$ cat src/hdl/eaup_pkg.sv
// Shared types and constants for the Ethernet ARP/UDP receive parser.
package eaup_pkg;

   // Result kinds
   localparam logic [1:0] KIND_PAYLOAD = 2'd0;
   localparam logic [1:0] KIND_UDP     = 2'd1;
   localparam logic [1:0] KIND_ARP     = 2'd2;
   localparam logic [1:0] KIND_IGNORED = 2'd3;

   localparam logic [15:0] ET_ARP    = 16'h0806;
   localparam logic [15:0] ET_IPV4   = 16'h0800;
   localparam logic [7:0]  PROTO_UDP = 8'd17;
   localparam logic [15:0] ARP_OP_REQUEST = 16'd1;

   // Frame layout: byte offsets from the destination MAC, and header lengths
   localparam int ETH_TYPE_POS = 12;
   localparam int ETH_HDR      = 14;
   localparam int IP_MIN_HDR   = 20;
   localparam int ARP_LEN      = 28;
   localparam int UDP_HDR      = 8;

   // Result queue depth; must hold two beats behind a stalled head
   localparam int QUEUE_DEPTH  = 4;

   typedef struct packed {
      logic [7:0] data_byte;
      logic       frame_end;
   } req_type;

   typedef struct packed {
      logic [1:0]  kind;
      logic [7:0]  payload_data;
      logic [15:0] udp_dest_port;
      logic [31:0] source_ip;
      logic [11:0] payload_length;
      logic [15:0] arp_operation;
      logic [47:0] arp_sender_mac;
      logic [31:0] arp_target_ip;
      logic        reply_needed;
      logic        last;
   } rsp_type;

   // Up to two results produced by one accepted beat, in delivery order
   typedef struct packed {
      logic [1:0] count;
      rsp_type    first;
      rsp_type    second;
   } push_type;

endpackage

$ cat src/hdl/eaup_parser.sv
// Per-byte frame parser: header field capture and result generation.
module eaup_parser import eaup_pkg::*; #(
   parameter int MAX_FRAME = 2048
) (
   input  logic        clock,
   input  logic        reset,
   input  logic        accept,
   input  req_type     req_data,
   input  logic        csr_wr_en,
   input  logic [31:0] csr_wr_data,
   output push_type    push
);

   localparam int IDX_W = $clog2(MAX_FRAME + 1);

   logic [IDX_W-1:0] byte_index_ff, byte_index_in;
   logic [15:0]      ether_kind_ff, ether_kind_in;
   logic [5:0]       header_len_ff, header_len_in;
   logic [7:0]       ip_proto_ff, ip_proto_in;
   logic [31:0]      src_addr_ff, src_addr_in;
   logic [15:0]      dst_port_ff, dst_port_in;
   logic [15:0]      udp_len_ff, udp_len_in;
   logic [15:0]      arp_oper_ff, arp_oper_in;
   logic [47:0]      sender_mac_ff, sender_mac_in;
   logic [31:0]      target_ip_ff, target_ip_in;
   logic [IDX_W-1:0] payload_count_ff, payload_count_in;
   logic [31:0]      local_ip_ff;

   logic [7:0]       b;
   logic [IDX_W-1:0] idx;
   logic [IDX_W-1:0] hdr_end;
   logic [IDX_W-1:0] u;
   logic [15:0]      cap;
   logic             payload_hit;
   rsp_type          pay_rsp;
   rsp_type          sum_rsp;

   assign b   = req_data.data_byte;
   assign idx = byte_index_ff;
   assign hdr_end = IDX_W'(header_len_ff) + IDX_W'(ETH_HDR);
   assign u       = idx - hdr_end;
   assign cap     = (udp_len_ff >= 16'(UDP_HDR)) ? udp_len_ff - 16'(UDP_HDR) : 16'd0;

   always_comb begin
      byte_index_in    = byte_index_ff;
      ether_kind_in    = ether_kind_ff;
      header_len_in    = header_len_ff;
      ip_proto_in      = ip_proto_ff;
      src_addr_in      = src_addr_ff;
      dst_port_in      = dst_port_ff;
      udp_len_in       = udp_len_ff;
      arp_oper_in      = arp_oper_ff;
      sender_mac_in    = sender_mac_ff;
      target_ip_in     = target_ip_ff;
      payload_count_in = payload_count_ff;
      payload_hit      = 1'b0;

      // bytes past the frame limit are dropped
      if (idx < IDX_W'(MAX_FRAME)) begin
         byte_index_in = idx + IDX_W'(1);
         if (idx == IDX_W'(ETH_TYPE_POS) || idx == IDX_W'(ETH_TYPE_POS + 1)) begin
            ether_kind_in = {ether_kind_ff[7:0], b};
         end else if (idx >= IDX_W'(ETH_HDR)) begin
            if (ether_kind_ff == ET_ARP) begin
               if (idx == IDX_W'(ETH_HDR + 6) || idx == IDX_W'(ETH_HDR + 7)) begin
                  arp_oper_in = {arp_oper_ff[7:0], b};
               end else if (idx >= IDX_W'(ETH_HDR + 8) && idx <= IDX_W'(ETH_HDR + 13)) begin
                  sender_mac_in = {sender_mac_ff[39:0], b};
               end else if (idx >= IDX_W'(ETH_HDR + 14) && idx <= IDX_W'(ETH_HDR + 17)) begin
                  src_addr_in = {src_addr_ff[23:0], b};
               end else if (idx >= IDX_W'(ETH_HDR + 24) && idx <= IDX_W'(ETH_HDR + 27)) begin
                  target_ip_in = {target_ip_ff[23:0], b};
               end
            end else if (ether_kind_ff == ET_IPV4) begin
               if (idx == IDX_W'(ETH_HDR)) begin
                  header_len_in = {b[3:0], 2'b00};
               end else if (idx == IDX_W'(ETH_HDR + 9)) begin
                  ip_proto_in = b;
               end else if (idx >= IDX_W'(ETH_HDR + 12) && idx <= IDX_W'(ETH_HDR + 15)) begin
                  src_addr_in = {src_addr_ff[23:0], b};
               end else if (header_len_ff >= 6'(IP_MIN_HDR) && idx >= hdr_end) begin
                  if (u == IDX_W'(2) || u == IDX_W'(3)) begin
                     dst_port_in = {dst_port_ff[7:0], b};
                  end else if (u == IDX_W'(4) || u == IDX_W'(5)) begin
                     udp_len_in = {udp_len_ff[7:0], b};
                  end else if (u >= IDX_W'(UDP_HDR) && ip_proto_ff == PROTO_UDP &&
                               17'(payload_count_ff) < 17'(cap) &&
                               payload_count_ff < IDX_W'(MAX_FRAME)) begin
                     payload_hit      = 1'b1;
                     payload_count_in = payload_count_ff + IDX_W'(1);
                  end
               end
            end
         end
      end
   end

   // Results of this beat, judged on the updated frame state
   always_comb begin
      pay_rsp              = '0;
      pay_rsp.kind         = KIND_PAYLOAD;
      pay_rsp.payload_data = b;

      sum_rsp      = '0;
      sum_rsp.kind = KIND_IGNORED;
      sum_rsp.last = 1'b1;
      if (byte_index_in > IDX_W'(ETH_HDR)) begin
         if (ether_kind_in == ET_ARP &&
             byte_index_in >= IDX_W'(ETH_HDR + ARP_LEN)) begin
            sum_rsp.kind           = KIND_ARP;
            sum_rsp.source_ip      = src_addr_in;
            sum_rsp.arp_operation  = arp_oper_in;
            sum_rsp.arp_sender_mac = sender_mac_in;
            sum_rsp.arp_target_ip  = target_ip_in;
            sum_rsp.reply_needed   = (arp_oper_in == ARP_OP_REQUEST) &&
                                     (target_ip_in == local_ip_ff) &&
                                     (local_ip_ff != 32'd0);
         end else if (ether_kind_in == ET_IPV4 && header_len_in >= 6'(IP_MIN_HDR) &&
                      ip_proto_in == PROTO_UDP &&
                      byte_index_in >= IDX_W'(header_len_in) + IDX_W'(ETH_HDR + UDP_HDR)) begin
            sum_rsp.kind           = KIND_UDP;
            sum_rsp.udp_dest_port  = dst_port_in;
            sum_rsp.source_ip      = src_addr_in;
            sum_rsp.payload_length = 12'(payload_count_in);
         end
      end
   end

   always_comb begin
      push = '0;
      if (accept) begin
         if (payload_hit) begin
            push.first  = pay_rsp;
            push.second = sum_rsp;
            push.count  = req_data.frame_end ? 2'd2 : 2'd1;
         end else begin
            push.first = sum_rsp;
            push.count = req_data.frame_end ? 2'd1 : 2'd0;
         end
      end
   end

   always_ff @(posedge clock) begin
      if (reset || (accept && req_data.frame_end)) begin
         byte_index_ff    <= '0;
         ether_kind_ff    <= '0;
         header_len_ff    <= '0;
         ip_proto_ff      <= '0;
         src_addr_ff      <= '0;
         dst_port_ff      <= '0;
         udp_len_ff       <= '0;
         arp_oper_ff      <= '0;
         sender_mac_ff    <= '0;
         target_ip_ff     <= '0;
         payload_count_ff <= '0;
      end else if (accept) begin
         byte_index_ff    <= byte_index_in;
         ether_kind_ff    <= ether_kind_in;
         header_len_ff    <= header_len_in;
         ip_proto_ff      <= ip_proto_in;
         src_addr_ff      <= src_addr_in;
         dst_port_ff      <= dst_port_in;
         udp_len_ff       <= udp_len_in;
         arp_oper_ff      <= arp_oper_in;
         sender_mac_ff    <= sender_mac_in;
         target_ip_ff     <= target_ip_in;
         payload_count_ff <= payload_count_in;
      end
   end

   always_ff @(posedge clock) begin
      if (reset) begin
         local_ip_ff <= '0;
      end else if (csr_wr_en) begin
         local_ip_ff <= csr_wr_data;
      end
   end

endmodule

$ cat src/hdl/eaup_rsp_queue.sv
// Result queue: takes up to two results per cycle, delivers one beat per cycle while rsp_stall is low.
module eaup_rsp_queue import eaup_pkg::*; (
   input  logic     clock,
   input  logic     reset,
   input  push_type push,
   output logic     full,
   output logic     rsp_valid,
   input  logic     rsp_stall,
   output rsp_type  rsp_data
);

   localparam int CNT_W = $clog2(QUEUE_DEPTH + 1);

   rsp_type          q_ff [QUEUE_DEPTH];
   rsp_type          q_in [QUEUE_DEPTH];
   rsp_type          shifted [QUEUE_DEPTH];
   logic [CNT_W-1:0] count_ff, count_in;
   logic [CNT_W-1:0] base_cnt;
   logic             pop;

   assign rsp_valid = (count_ff != '0);
   assign rsp_data  = q_ff[0];
   assign pop       = rsp_valid && !rsp_stall;
   // leave room for a beat that yields two results
   assign full      = (count_ff > CNT_W'(QUEUE_DEPTH - 2));
   assign base_cnt  = count_ff - CNT_W'(pop);

   always_comb begin
      for (int i = 0; i < QUEUE_DEPTH - 1; i++) begin
         shifted[i] = pop ? q_ff[i + 1] : q_ff[i];
      end
      shifted[QUEUE_DEPTH - 1] = q_ff[QUEUE_DEPTH - 1];

      for (int i = 0; i < QUEUE_DEPTH; i++) begin
         q_in[i] = shifted[i];
         if (push.count != 2'd0 && CNT_W'(i) == base_cnt) begin
            q_in[i] = push.first;
         end
         if (push.count == 2'd2 && CNT_W'(i) == base_cnt + CNT_W'(1)) begin
            q_in[i] = push.second;
         end
      end
      count_in = base_cnt + CNT_W'(push.count);
   end

   always_ff @(posedge clock) begin
      q_ff <= q_in;
   end

   always_ff @(posedge clock) begin
      if (reset) begin
         count_ff <= '0;
      end else begin
         count_ff <= count_in;
      end
   end

endmodule

$ cat src/hdl/eth_arp_udp_rx_parser.sv
// Each result is registered in the result queue when its byte is accepted and is offered on rsp_ from the queue head.
// Throughput: one frame byte per cycle while req_stall is low; a frame-end beat that is
// also a payload byte yields two results.
// Byte acceptance stalls only while the four-entry result queue holds 3+ results.
// Reset: synchronous, active high; clears frame state, local_ip and the queue.
module eth_arp_udp_rx_parser import eaup_pkg::*; #(
   parameter int MAX_FRAME = 2048
) (
   input  logic        clock,
   input  logic        reset,
   input  logic        req_valid,
   output logic        req_stall,
   input  req_type     req_data,
   output logic        rsp_valid,
   input  logic        rsp_stall,
   output rsp_type     rsp_data,
   input  logic        csr_wr_en,
   input  logic [31:0] csr_wr_data
);

   push_type push;
   logic     accept;

   assign accept = req_valid && !req_stall;

   eaup_parser #(
      .MAX_FRAME (MAX_FRAME)
   ) u_parser (
      .clock       (clock),
      .reset       (reset),
      .accept      (accept),
      .req_data    (req_data),
      .csr_wr_en   (csr_wr_en),
      .csr_wr_data (csr_wr_data),
      .push        (push)
   );

   eaup_rsp_queue u_queue (
      .clock     (clock),
      .reset     (reset),
      .push      (push),
      .full      (req_stall),
      .rsp_valid (rsp_valid),
      .rsp_stall (rsp_stall),
      .rsp_data  (rsp_data)
   );

endmodule

$ cat config.mk
export PLATFORM = sky130hd
export DESIGN_NAME = eth_arp_udp_rx_parser
export DESIGN_NICKNAME = d
export VERILOG_FILES = /design/src/hdl/eaup_pkg.sv /design/src/hdl/eaup_parser.sv /design/src/hdl/eaup_rsp_queue.sv /design/src/hdl/eth_arp_udp_rx_parser.sv
export SDC_FILE = /design/constraint.sdc
export NUM_CORES = 2
export LEC_CHECK = 0
export BUFFER_PORTS_ARGS = -buffer_cell sky130_fd_sc_hd__buf_2
export CAP_MARGIN = 20
export CORE_MARGIN = 2
export CORE_UTILIZATION = 52
export CTS_CLUSTER_SIZE = 40
export DETAILED_ROUTE_END_ITERATION = 7
export MAX_ROUTING_LAYER = met4
export PLACE_DENSITY = 0.79
export SLEW_MARGIN = 5
export SYNTH_ARGS = -nofsm -noshare
export SYNTH_HDL_FRONTEND = slang
export SYNTH_SLANG_ARGS = --single-unit
$ cat constraint.sdc
create_clock -name clock -period 13.15 [get_ports clock]
set_input_delay 1.9725 -clock clock [delete_from_list [all_inputs] [get_ports clock]]
set_output_delay 1.9725 -clock clock [all_outputs]
set_load 0.01 [all_outputs]
==> impl_table.tex <==
\begin{tabular}{lr}
\hline
Metric & Value \\
\hline
\multicolumn{2}{l}{\textbf{Routing}} \\
\quad Initial DRC count & 3,149 \\
\quad Via count & 29,168 \\
\quad Post-detailed-route DRC marker count & 0 \\
\quad Remaining number of nets flagged by the antenna check after routing & 0 \\
\quad Total routed wirelength & 103,000 µm \\
\quad Final routed wire length divided by cell count & 20.6 µm \\
\quad Via density & 5.86 \\
\quad Detailed-routing iteration count for the pre-antenna-repair pass & 5 \\
\multicolumn{2}{l}{\textbf{Critical path}} \\
\quad Slowest stage delay, CP & 0.81 ns \\
\quad Start-to-end type of the worst setup path & flip-flop to flip-flop \\
\quad Crit Reg-Reg Startpoint & u\_parser.udp\_len\_ff[7]\$\_SDFFE\_PP0P\_ \\
\quad Cell family with most CP delay & simple AND/OR/NAND/NOR gates \\
\quad Worst setup EP type & flip-flop \\
\quad Largest driver fanout on the critical path & 65 \\
\quad Worst path arrival time & 7.09 ns \\
\quad Most frequent cell on the critical path & sky130\_fd\_sc\_hd\_\_nand2\_1 \\
\quad Master of the slowest instance on the critical path & sky130\_fd\_sc\_hd\_\_nand2\_4 \\
\quad WP buf/inv & 3 \\
\quad Worst setup SP type & flip-flop \\
\quad CP Cell Sequence & nor3\_1, nand2\_1, or2\_2, nand2\_1, ha\_1, a21o\_1, a221o\_1, a211oi\_1, o211a\_1, o21ba\_2, o21ai\_4, inv\_1, ha\_1, and3\_1, nand3b\_1, inv\_1, nand2\_1, nor2\_1, nor2\_4, nand2\_4, buf\_4 \\
\quad Worst setup path startpoint & u\_parser.udp\_len\_ff[7]\$\_SDFFE\_PP0P\_ \\
\quad WP data required & 13.41 ns \\
\multicolumn{2}{l}{\textbf{Clock network}} \\
\quad Level count of the clock H-tree & 3 \\
\quad Post-CTS repair timing setup buffer count & 0 \\
\quad Clock Path Buffers & 3 \\
\quad CTS Hold Buffers Added & 0 \\
\quad Clock root cell & sky130\_fd\_sc\_hd\_\_clkbuf\_16 \\
\quad Clock network latency to the later pin of the worst-skew pair & 0.65 ns \\
\quad Total CTS buffers & 89 \\
\quad Post-CTS resize count & 0 \\
\quad CTS Sinks & 921 \\
\quad Clock edge transition at the registers on the reported setup and hold paths & 0.06 ns \\
\quad Clock tree from TritonCTS & yes \\
\multicolumn{2}{l}{\textbf{GRT}} \\
\quad Vias in the first global route & 27,631 \\
\quad Total global routing overflow & 0 \\
\quad Overall routing resource usage & 0.251 \\
\quad Pin count of the biggest net entering global routing & 158 \\
\quad Number of antenna violations at the first check in global routing & 2 \\
\quad Wire length of the first global-routing pass & 159,000 µm \\
\multicolumn{2}{l}{\textbf{Timing}} \\
\quad Setup TNS & 0 ns \\
\quad Final critical path time including I/O delays and setup & 6.82 ns \\
\quad Share of the clock period used by the worst path after layout & 0.519 \\
\quad Final clock skew & 0.0274 ns \\
\quad Final count of negative-setup-slack endpoints & 0 \\
\quad Worst slew pin tran & 1.21 ns \\
\quad Count of final hold-check violations & 0 \\
\quad Fmax & 147 MHz \\
\quad Setup repair after global routing missed its margin & false \\
\quad Final-report max-slew violation count & 0 \\
\quad Relative slew slack & 0.183 \\
\multicolumn{2}{l}{\textbf{Layout}} \\
\quad Area delta synth->final & 8.58\% \\
\quad Storage element area & 0.0252 mm² \\
\quad Summed area of non-filler cells in the final layout & 0.0452 mm² \\
\quad Area used by multi-input combinational logic & 0.0141 mm² \\
\quad Nets@finish & 3,941 \\
\quad Commonest non-fill, non-tap cell in the layout & sky130\_fd\_sc\_hd\_\_nand2\_1 \\
\quad Share of final-layout standard cells stronger than drive strength 1 & 0.114 \\
\quad Top library cells by usage in the layout, fill and taps aside & sky130\_fd\_sc\_hd\_\_nand2\_1 (776), sky130\_fd\_sc\_hd\_\_edfxtp\_1 (672), sky130\_fd\_sc\_hd\_\_o21ai\_0 (374) \\
\quad Filler Cells Inserted & 6,424 \\
\multicolumn{2}{l}{\textbf{Synth}} \\
\quad Synthesized instance count & 3,932 \\
\quad Top FF cell, synth & sky130\_fd\_sc\_hd\_\_edfxtp\_1 \\
\quad Post-Synthesis Cell Area & 0.0416 mm² \\
\quad Total of flip-flops plus latches after synthesis & 921 \\
\quad Share of flip-flops with an asynchronous set or reset & 0 \\
\quad Synth warn & 0 \\
\quad Distinct cells, synth & 84 \\
\quad Synth Net Count & 4,020 \\
\quad Syn Area/Cell & 10.6 µm² \\
\quad Number of enable-type register cells in the synthesized netlist & 672 \\
\quad Seq/Total Area, Yosys & 0.604 \\
\multicolumn{2}{l}{\textbf{Power and ir drop}} \\
\quad Power spent charging and discharging nets & 2.44 mW \\
\quad Leakage power summed over all cells & 16.3 nW \\
\quad Share of total power in sequential cells & 0.497 \\
\quad P per Cell Area & 186 mW/mm² \\
\quad Internal power & 5.98 mW \\
\quad Peak VDD IR & 0.182 mV \\
\quad Combinational group share of total power & 0.191 \\
\quad Sw frac & 0.290 \\
\quad Power share of the clock group & 0.312 \\
\multicolumn{2}{l}{\textbf{Worst hold path}} \\
\quad Worst Hold Class & flip-flop to flip-flop \\
\quad Hold path startpoint & u\_parser.dst\_port\_ff[9]\$\_SDFFE\_PP0P\_ \\
\multicolumn{2}{l}{\textbf{Placement}} \\
\quad IO Port Bufs & 215 \\
\quad Final HPWL from detailed placement & 63,200 µm \\
\quad Cell area after placement & 0.0422 mm² \\
\quad Global placer's final weighted congestion & 0.976 \\
\multicolumn{2}{l}{\textbf{Die}} \\
\quad Core Box Area & 0.0791 mm² \\
\quad Initial cell density of the core & 0.526 \\
\quad Total die area & 0.0824 mm² \\
\quad Y dimension of the die & 287 µm \\
\quad Number of cell rows & 103 \\
\quad Horizontal die dimension & 287 µm \\
\quad Top Ports & 216 \\
\multicolumn{2}{l}{\textbf{Run}} \\
\quad Max-cap viol count & 0 \\
\multicolumn{2}{l}{\textbf{Status}} \\
\quad Outcome & finished clean \\
\hline
\end{tabular}
==> through the flow <==
stage | util | std cells | hold WS [ns] | worst slack (ns) | total power, mW
2_1_floorplan | - | 3932 | 0.427 | 4.42 | 5.54
3_3_place_gp | 0.533 | 4809 | 0.437 | 6.38 | 5.79
3_5_place_dp | 0.533 | 4809 | 0.442 | 6.31 | 5.85
4_1_cts | 0.571 | 4972 | 0.450 | 6.32 | 8.46
5_1_grt | 0.571 | 4977 | 0.471 | 5.82 | 8.77
6_report | 0.571 | 4977 | 0.448 | 6.33 | 8.42
==> worst paths after layout <==
kind,to,slack (ns),cells past startpoint
worst min register to register,u_parser.dst_port_ff[9]$_SDFFE_PP0P_,0.45,2
worst max-delay path,u_queue.q_ff[435]$_DFFE_PP_,6.33,21
worst max register to register,u_queue.q_ff[435]$_DFFE_PP_,6.33,21
worst min-delay path,u_parser.dst_port_ff[9]$_SDFFE_PP0P_,0.45,2
==> cell type report <==
class / instances / area share
tap: 1050 / 0.0291
clock buffer: 114 / 0.0534
clock inverter: 49 / 0.0129
timing repair buffer: 260 / 0.0324
inverter: 57 / 0.00473
antenna: 2 / 0.000111
multi-input combinational: 2524 / 0.311
sequential: 921 / 0.557
==> layer usage <==
layer,part of all wire,global-route usage
met1,0.43,0.340
met2,0.47,0.391
met3,0.070,0.0325
met4,0.031,0.0896
met5,0,-
==> power groups by stage <==
| stage | clock network [mW] | registers [mW] | logic [mW] |
|---|---|---|---|
| 2_1_floorplan | 0 | 4.32 | 1.23 |
| 3_3_place_gp | 0 | 4.23 | 1.56 |
| 3_5_place_dp | 0 | 4.25 | 1.60 |
| 4_1_cts | 2.66 | 4.19 | 1.61 |
| 5_1_grt | 2.77 | 4.23 | 1.77 |
| 6_report | 2.63 | 4.19 | 1.60 |
==> kinds of logic (layout without fill, tap and decap cells) <==
family,Yosys count,after routing,share of synthesized area
AO/OA/AOI/OAI,819,819,0.114
XOR/XNOR,82,82,0.0177
adder cells (fa/ha/maj),42,42,0.0130
buffers and inverters,487,480,0.0610
flip-flops,921,921,0.604
multiplexers,192,192,0.0466
other,0,2,0
AND/OR/NAND/NOR,1389,1389,0.143
==> state kept, by name, summed over array words and instances (netlist names) <==
register / cells
u_queue.rsp_data: 168
u_parser.ip_proto_ff: 8
u_queue.count_ff: 3
u_parser.dst_port_ff: 16
u_parser.udp_len_ff: 16
u_parser.byte_index_ff: 12
u_parser.ether_kind_ff: 16
u_parser.header_len_ff: 6
u_parser.local_ip_ff: 32
u_parser.sender_mac_ff: 48
u_parser.src_addr_ff: 32
u_parser.target_ip_ff: 32
u_queue.q_ff: 504
u_parser.payload_count_ff: 12
u_parser.arp_oper_ff: 16
==> worst register-to-register path, stage by stage, from the launching register on <==
cell                       delay (ns)
sky130_fd_sc_hd__dfxtp_1         0.35
sky130_fd_sc_hd__nor3_1          0.53
sky130_fd_sc_hd__nand2_1         0.23
sky130_fd_sc_hd__or2_2           0.43
sky130_fd_sc_hd__nand2_1         0.10
sky130_fd_sc_hd__ha_1            0.24
sky130_fd_sc_hd__a21o_1          0.16
sky130_fd_sc_hd__a221o_1         0.32
sky130_fd_sc_hd__a211oi_1        0.23
sky130_fd_sc_hd__o211a_1         0.23
sky130_fd_sc_hd__o21ba_2         0.17
sky130_fd_sc_hd__o21ai_4         0.15
sky130_fd_sc_hd__inv_1           0.09
sky130_fd_sc_hd__ha_1            0.16
sky130_fd_sc_hd__and3_1          0.22
sky130_fd_sc_hd__nand3b_1        0.16
sky130_fd_sc_hd__inv_1           0.15
sky130_fd_sc_hd__nand2_1         0.10
sky130_fd_sc_hd__nor2_1          0.72
sky130_fd_sc_hd__nor2_4          0.10
sky130_fd_sc_hd__nand2_4         0.82
sky130_fd_sc_hd__buf_4           0.76
==> synth_stat cells (8+ instances only) <==
library cell / instances / area share
sky130_fd_sc_hd__clkbuf_1: 215 / 0.019
sky130_fd_sc_hd__buf_4: 171 / 0.031
sky130_fd_sc_hd__nand3b_1: 8 / 0.0014
sky130_fd_sc_hd__nand2_1: 782 / 0.070
sky130_fd_sc_hd__nor2_1: 317 / 0.029
sky130_fd_sc_hd__o21ai_0: 374 / 0.045
sky130_fd_sc_hd__a211oi_1: 8 / 0.0014
sky130_fd_sc_hd__ha_1: 40 / 0.012
sky130_fd_sc_hd__and2_1: 13 / 0.0020
sky130_fd_sc_hd__a21oi_1: 236 / 0.028
sky130_fd_sc_hd__o21ai_1: 17 / 0.0020
sky130_fd_sc_hd__o22ai_1: 14 / 0.0021
sky130_fd_sc_hd__o2111ai_1: 8 / 0.0017
sky130_fd_sc_hd__a22o_1: 100 / 0.021
sky130_fd_sc_hd__dfxtp_1: 249 / 0.12
sky130_fd_sc_hd__nand4_1: 19 / 0.0029
sky130_fd_sc_hd__buf_2: 27 / 0.0032
sky130_fd_sc_hd__xnor2_1: 58 / 0.012
sky130_fd_sc_hd__nor4_1: 28 / 0.0042
sky130_fd_sc_hd__inv_1: 57 / 0.0051
sky130_fd_sc_hd__mux2i_1: 185 / 0.044
sky130_fd_sc_hd__nor3_1: 65 / 0.0078
sky130_fd_sc_hd__nand3_1: 60 / 0.0072
sky130_fd_sc_hd__edfxtp_1: 672 / 0.48
sky130_fd_sc_hd__nand2b_1: 19 / 0.0029
sky130_fd_sc_hd__buf_1: 12 / 0.0011
sky130_fd_sc_hd__xor2_1: 23 / 0.0048
sky130_fd_sc_hd__nor2b_1: 9 / 0.0014
sky130_fd_sc_hd__and3_1: 11 / 0.0017
sky130_fd_sc_hd__or3_1: 10 / 0.0015
Power figures use the tool's default switching activity.
